<file path="config.mk">
export PLATFORM = sky130hd
export DESIGN_NAME = gf256_rs_remainder_top
export DESIGN_NICKNAME = d
export VERILOG_FILES = /design/src/hw/rtl/gfrs_pkg.sv /design/src/hw/rtl/gfrs_cell.sv /design/src/hw/rtl/gf256_rs_remainder_top.sv
export SDC_FILE = /design/constraint.sdc
export NUM_CORES = 2
export LEC_CHECK = 0
export BUFFER_PORTS_ARGS = -buffer_cell sky130_fd_sc_hd__clkbuf_2
export CAP_MARGIN = 25
export CORE_MARGIN = 3
export CORE_UTILIZATION = 45
export DETAILED_ROUTE_END_ITERATION = 10
export HOLD_SLACK_MARGIN = 0.02
export SYNTH_ARGS = -nofsm -noshare
export SYNTH_HDL_FRONTEND = slang
export SYNTH_SLANG_ARGS = --single-unit
</file>
<file path="constraint.sdc">
create_clock -name clk -period 11.8 [get_ports clk]
set_input_delay 1.77 -clock clk [delete_from_list [all_inputs] [get_ports clk]]
set_output_delay 1.77 -clock clk [all_outputs]
set_load 0.02 [all_outputs]
</file>
<file path="src/hw/rtl/gfrs_pkg.sv">
package gfrs_pkg;

  localparam int MAX_CHECK_BYTES = 32;
  // the output index field is five bits wide, so no more than 32 cells
  localparam int NUM_CELLS = (MAX_CHECK_BYTES < 32) ? MAX_CHECK_BYTES : 32;
  localparam int LEN_W = 6;
  localparam int CFG_INDEX_W = 3;
  localparam int CFG_DATA_W = 64;
  localparam int COEFF_WORDS = 4;

  localparam logic [CFG_INDEX_W-1:0] REG_ECC_LENGTH = 3'd0;
  localparam logic [CFG_INDEX_W-1:0] REG_GEN_COEFFS_0 = 3'd1;
  localparam logic [CFG_INDEX_W-1:0] REG_GEN_COEFFS_1 = 3'd2;
  localparam logic [CFG_INDEX_W-1:0] REG_GEN_COEFFS_2 = 3'd3;
  localparam logic [CFG_INDEX_W-1:0] REG_GEN_COEFFS_3 = 3'd4;

  localparam logic [LEN_W-1:0] ECC_LENGTH_RESET = 6'd10;

  typedef struct packed {
    logic [7:0] data_byte;
    logic       message_end;
  } gfrs_in_t;

  typedef struct packed {
    logic [7:0] check_byte;
    logic [4:0] check_index;
    logic       last_check;
  } gfrs_out_t;

  // per-cycle commands shared by every cell of the row
  typedef struct packed {
    logic step;   // a message byte enters the remainder
    logic clear;  // that byte ends the message
    logic load;   // copy the updated remainder into the output row
    logic shift;  // output row moves one cell toward the head
  } gfrs_ctrl_t;

  // multiply in GF(256), field polynomial 0x11D
  function automatic logic [7:0] gf_mul(input logic [7:0] a, input logic [7:0] b);
    logic [7:0] x;
    logic [7:0] acc;
    x = a;
    acc = 8'h00;
    for (int k = 0; k < 8; k++) begin
      if (b[k]) acc = acc ^ x;
      x = x[7] ? ({x[6:0], 1'b0} ^ 8'h1D) : {x[6:0], 1'b0};
    end
    return acc;
  endfunction

endpackage

</file>
<file path="src/hw/rtl/gfrs_cell.sv">
module gfrs_cell (
  input  logic               clk,
  input  logic               rst,
  input  gfrs_pkg::gfrs_ctrl_t ctrl,
  input  logic [7:0]         fb,
  input  logic [7:0]         coeff,
  input  logic               active,
  input  logic               tail,
  input  logic [7:0]         rem_in,
  input  logic [7:0]         drain_in,
  output logic [7:0]         rem,
  output logic [7:0]         drain
);
  import gfrs_pkg::*;

  logic [7:0] upd;
  logic [7:0] rem_next;

  // tail cell of the active length takes the bare product
  assign upd = (tail ? 8'h00 : rem_in) ^ gf_mul(fb, coeff);
  assign rem_next = active ? upd : rem;

  always_ff @(posedge clk) begin
    if (rst) begin
      rem <= 8'h00;
    end else if (ctrl.step) begin
      rem <= ctrl.clear ? 8'h00 : rem_next;
    end
  end

  always_ff @(posedge clk) begin
    if (ctrl.load) begin
      drain <= rem_next;
    end else if (ctrl.shift) begin
      drain <= drain_in;
    end
  end

endmodule

</file>
<file path="src/hw/rtl/gf256_rs_remainder_top.sv">
// Reed-Solomon check byte generator over GF(256), field polynomial 0x11D. Message
// bytes enter highest order first, one per clock, into a row of 32 remainder cells
// whose active cells update in parallel; the request that carries message_end loads the n
// check bytes (n = ecc_length, 0 read as 1, capped at 32) into an output row and
// clears the remainder. Check bytes leave one per clock while out_ready is high, highest
// order first, while the next message streams in; a request that ends a message waits only
// while check bytes of the previous message are still queued, so a run of n check bytes
// sets the minimum spacing between message ends. Write ecc_length and the
// generator words only while the block is idle.
module gf256_rs_remainder_top (
  input  logic                              clk,
  input  logic                              rst,
  input  logic                              in_valid,
  output logic                              in_ready,
  input  gfrs_pkg::gfrs_in_t                in_data,
  output logic                              out_valid,
  input  logic                              out_ready,
  output gfrs_pkg::gfrs_out_t               out_data,
  input  logic                              cfg_write,
  input  logic [gfrs_pkg::CFG_INDEX_W-1:0]  cfg_index,
  input  logic [gfrs_pkg::CFG_DATA_W-1:0]   cfg_data
);
  import gfrs_pkg::*;

  logic [LEN_W-1:0]      ecc_length;
  logic [CFG_DATA_W-1:0] gen_coeffs [COEFF_WORDS];
  logic [LEN_W-1:0]      n_eff;
  logic [LEN_W-1:0]      count;
  logic [4:0]            index;
  logic [7:0]            rem_q   [NUM_CELLS];
  logic [7:0]            drain_q [NUM_CELLS];
  logic [7:0]            fb;
  logic                  in_acc;
  logic                  out_acc;
  gfrs_ctrl_t            ctrl;

  always_ff @(posedge clk) begin
    if (rst) begin
      ecc_length <= ECC_LENGTH_RESET;
      for (int w = 0; w < COEFF_WORDS; w++) gen_coeffs[w] <= '0;
    end else if (cfg_write) begin
      unique case (cfg_index)
        REG_ECC_LENGTH:   ecc_length <= cfg_data[LEN_W-1:0];
        REG_GEN_COEFFS_0: gen_coeffs[0] <= cfg_data;
        REG_GEN_COEFFS_1: gen_coeffs[1] <= cfg_data;
        REG_GEN_COEFFS_2: gen_coeffs[2] <= cfg_data;
        REG_GEN_COEFFS_3: gen_coeffs[3] <= cfg_data;
        default: ;
      endcase
    end
  end

  always_comb begin
    if (ecc_length == '0) n_eff = LEN_W'(1);
    else if (ecc_length > LEN_W'(NUM_CELLS)) n_eff = LEN_W'(NUM_CELLS);
    else n_eff = ecc_length;
  end

  assign out_valid = (count != '0);
  assign out_acc   = out_valid && out_ready;
  // an ending request needs the output row free by the next edge
  assign in_ready  = !in_data.message_end || (count == '0) ||
                     ((count == LEN_W'(1)) && out_ready);
  assign in_acc    = in_valid && in_ready;
  assign fb        = in_data.data_byte ^ rem_q[0];

  assign ctrl = '{step:  in_acc,
                  clear: in_data.message_end,
                  load:  in_acc && in_data.message_end,
                  shift: out_acc};

  for (genvar i = 0; i < NUM_CELLS; i++) begin : g_cell
    logic [7:0] rem_in;
    logic [7:0] drain_in;
    if (i == NUM_CELLS - 1) begin : g_end
      assign rem_in   = 8'h00;
      assign drain_in = 8'h00;
    end else begin : g_mid
      assign rem_in   = rem_q[i+1];
      assign drain_in = drain_q[i+1];
    end

    gfrs_cell u_cell (
      .clk      (clk),
      .rst      (rst),
      .ctrl     (ctrl),
      .fb       (fb),
      .coeff    (gen_coeffs[i/8][(i%8)*8 +: 8]),
      .active   (LEN_W'(i) < n_eff),
      .tail     (LEN_W'(i) == n_eff - LEN_W'(1)),
      .rem_in   (rem_in),
      .drain_in (drain_in),
      .rem      (rem_q[i]),
      .drain    (drain_q[i])
    );
  end

  always_ff @(posedge clk) begin
    if (rst) begin
      count <= '0;
      index <= '0;
    end else if (ctrl.load) begin
      count <= n_eff;
      index <= '0;
    end else if (out_acc) begin
      count <= count - LEN_W'(1);
      index <= index + 5'd1;
    end
  end

  assign out_data = '{check_byte:  drain_q[0],
                      check_index: index,
                      last_check:  (count == LEN_W'(1))};

endmodule

</file>
==> metrics.txt <==
CP peak stage delay=830 ps; Filler cells=13,600; nets=7,483; crit path DAT=6440 ps; crit path max fanout=33; largest area contributor in the netlist=edfxtp_1; Synth top area share=23.7%; Sw Ratio=47.6%; grt ovf=0; area grow syn2layout=7.69%; num rows=138; initial core utilization=45.5%; startpoint types=primary input; antenna viol nets, final=0; Post-synth top cells=nand2_1 (2,060), xnor2_1 (1,154), edfxtp_1 (512), o21ai_0 (498), a21oi_1 (487); dominant synthesized flop cell=edfxtp_1; CTS resizes=0; Worst path most repeated cell=buf_4; H-tree depth=3; DIE AREA=149,000 sq um; outcome=finished clean; synthesized area per cell=8.30 sq um; Post-synth ARST share=0%; Clock Sinks=785; Setup CP Type=primary input to register; largest net degree at the start of global routing=120; I/O Pins=97; met1 GRT Util=46.8%; CP max-delay cell=buf_4; Longest Clk Path Bufs=3; Pleak=27.2 nW; Final Hold Vio Count=0; clk_lat worst skew=740 ps; Worst-Margin Slew=1170 ps; Sequential Power Share=20.5%; Final min period=5850 ps; Post-Route WL=282,000 um; port bufs=96; Hold Buf Count CTS=0; setup TNS=0 ps; count leader, synth=nand2_1; Syn Nets=7,890; RSZ-0062 raised after global routing=no; routed vias/inst=6.30; Clock Root Buffer=clkbuf_16; Seq/Total Area, Yosys=32.2%; Combinational Power Share=64.5%; Seq cells post-synth=785; worst-path cell chain=clkbuf_2, xor2_4, xnor3_2, buf_4, xor2_4, buf_4, buf_4, a21oi_1, a21oi_1, nor4b_1, nor2_1, a31oi_1; cell area after synthesis=64,800 sq um; RePlAce Congestion=0.963; Power Dens Cells=314 nW/um^2; detailed placement HPWL=177,000 um; total number of vias=59,400; endpoint class of the critical path=register; Die W=385 um; Post-synth EDFFs=512; Slew headroom=21.7%; Setup-failing EPs final=0; first-pass detailed-route iteration total=7; GRT Max-Usage Layer=met2; CTS tree=built; Tot GR Track Use=36.9%; Psw=10.4 mW; initial antenna violation count=52; max-slew violations=0; worst min path class=register to register; Detailed Route Iter0 Violations=8,690; hold slack=469 ps; maximum VDD drop=0.233 mV; Chip Height=385 um; met2 Resource Use GR=54.3%; top post-synthesis cells by area=edfxtp_1 (24%), xnor2_1 (16%), nand2_1 (12%); first-pass GRT wire length=395,000 um; clock skew=57.0 ps; layout cells sized above 1=6.60%; Syn. warnings=0; crit path buf inv count=4; core area=142,000 sq um; clock-pin slew on the worst setup and hold paths=70 ps; Post-route DRC=0; Setup Fix Bufs, Post-CTS=0; CTS Buf Count=98; drt wl/cell=29.9 um; CP top delay family=buffers and inverters; number of max-cap violations=0; Clock power frac=15.0%; FMAX=0.171 GHz; Gate Count Post-Synth=7,806; vias in the first global route=54,700; final period utilization=49.6%; M3 GR Usage=10.5%; required time of the critical path=12,390 ps; library cells used by synthesis=68; Internal=11.5 mW
flip-flops by register name, indices dropped and copies added (netlist names):
signal / cells
count: 6
g_cell.u_cell.drain: 256
index: 5
g_cell.u_cell.rem: 256
ecc_length: 6
gen_coeffs: 256
worst register-to-register path, stage by stage (launching register included):
cell	delay (ps)
dfxtp_1	510
xor2_4	740
xnor3_2	410
buf_4	830
xor2_4	200
buf_4	410
buf_4	690
a21oi_1	240
a21oi_1	380
nor4b_1	370
nor2_1	110
a31oi_1	170
kinds of logic after synthesis:
logic type / count (synthesis) / synth area share [%]
AND/OR/NAND/NOR: 3023 / 19.7
XOR/XNOR: 1622 / 28.2
AO/OA/AOI/OAI: 1524 / 13.9
buffers and inverters: 792 / 5.03
flip-flops: 785 / 32.2
multiplexers: 57 / 0.902
adder cells (fa/ha/maj): 3 / 0.0579
power groups by stage:
stage	Clock [mW]	Combinational, mW	Sequential (mW)
floorplan	0	9.70	4.31
global placement	0	13.5	4.52
detailed placement	0	13.7	4.51
CTS	3.29	13.7	4.47
global route	3.39	14.6	4.53
finish	3.28	14.1	4.50
metrics by stage:
| step | utilization, % | total power [mW] | cells | cell area [sq um] | setup WS [ps] |
|---|---|---|---|---|---|
| after floorplan | - | 14.0 | 7806 | 64800 | 2770 |
| after global placement | 46.5 | 18.0 | 9182 | 66100 | 5560 |
| after detailed placement | 46.5 | 18.2 | 9185 | 66200 | 5470 |
| after CTS | 48.9 | 21.5 | 9371 | 69600 | 6250 |
| after global routing | 49.0 | 22.5 | 9384 | 69700 | 6040 |
| final | 49.0 | 21.9 | 9414 | 69800 | 5950 |
cells in the final DEF (no fill, tap or decap), types with 58 or more instances in the layout:
cell type and count:
nor2_1 422, a32oi_1 58, nor3_1 60, a22oi_1 108
a22o_1 66, and2_1 285, xnor2_1 1140, xor2_1 161
o21a_1 76, edfxtp_1 512, clkbuf_16 103, o21ai_0 498
a31oi_1 91, buf_4 125, xnor3_1 272, a21oi_1 487
nand2_1 2057, clkbuf_2 95, dfxtp_1 271
final cells by class:
| cell class | instances | area (sq um) | area share, % |
|---|---|---|---|
| antenna | 39 | 97.6 | 0.140 |
| clock inverter | 54 | 623 | 0.893 |
| multi-input combinational | 6229 | 41200 | 59.0 |
| sequential | 785 | 20800 | 29.9 |
| clock buffer | 132 | 2830 | 4.05 |
| inverter | 53 | 199 | 0.285 |
| timing repair buffer | 232 | 1620 | 2.33 |
| tap | 1890 | 2360 | 3.39 |
routing by layer:
| layer | up-vias | share of wire, % |
|---|---|---|
| met4 | 14 | 7.7 |
| met5 | - | 0.033 |
| met1 | 28600 | 36 |
| met2 | 4377 | 42 |
| li1 | 25300 | - |
| met3 | 1098 | 14 |
path summary, 6_finish.rpt:
| kind | startpoint | to | slack [ps] | cells after the start |
|---|---|---|---|---|
| setup / recovery | in_data[7] | g_cell[12].u_cell.drain[4] | 5950 | 12 |
| hold / removal | g_cell[22].u_cell.rem[4] | g_cell[22].u_cell.rem[4] | 470 | 2 |
| setup reg to reg | g_cell[0].u_cell.rem[6] | g_cell[12].u_cell.drain[4] | 6570 | 11 |
| hold reg to reg | g_cell[22].u_cell.rem[4] | g_cell[22].u_cell.rem[4] | 470 | 2 |
Power figures use the tool's default switching activity.
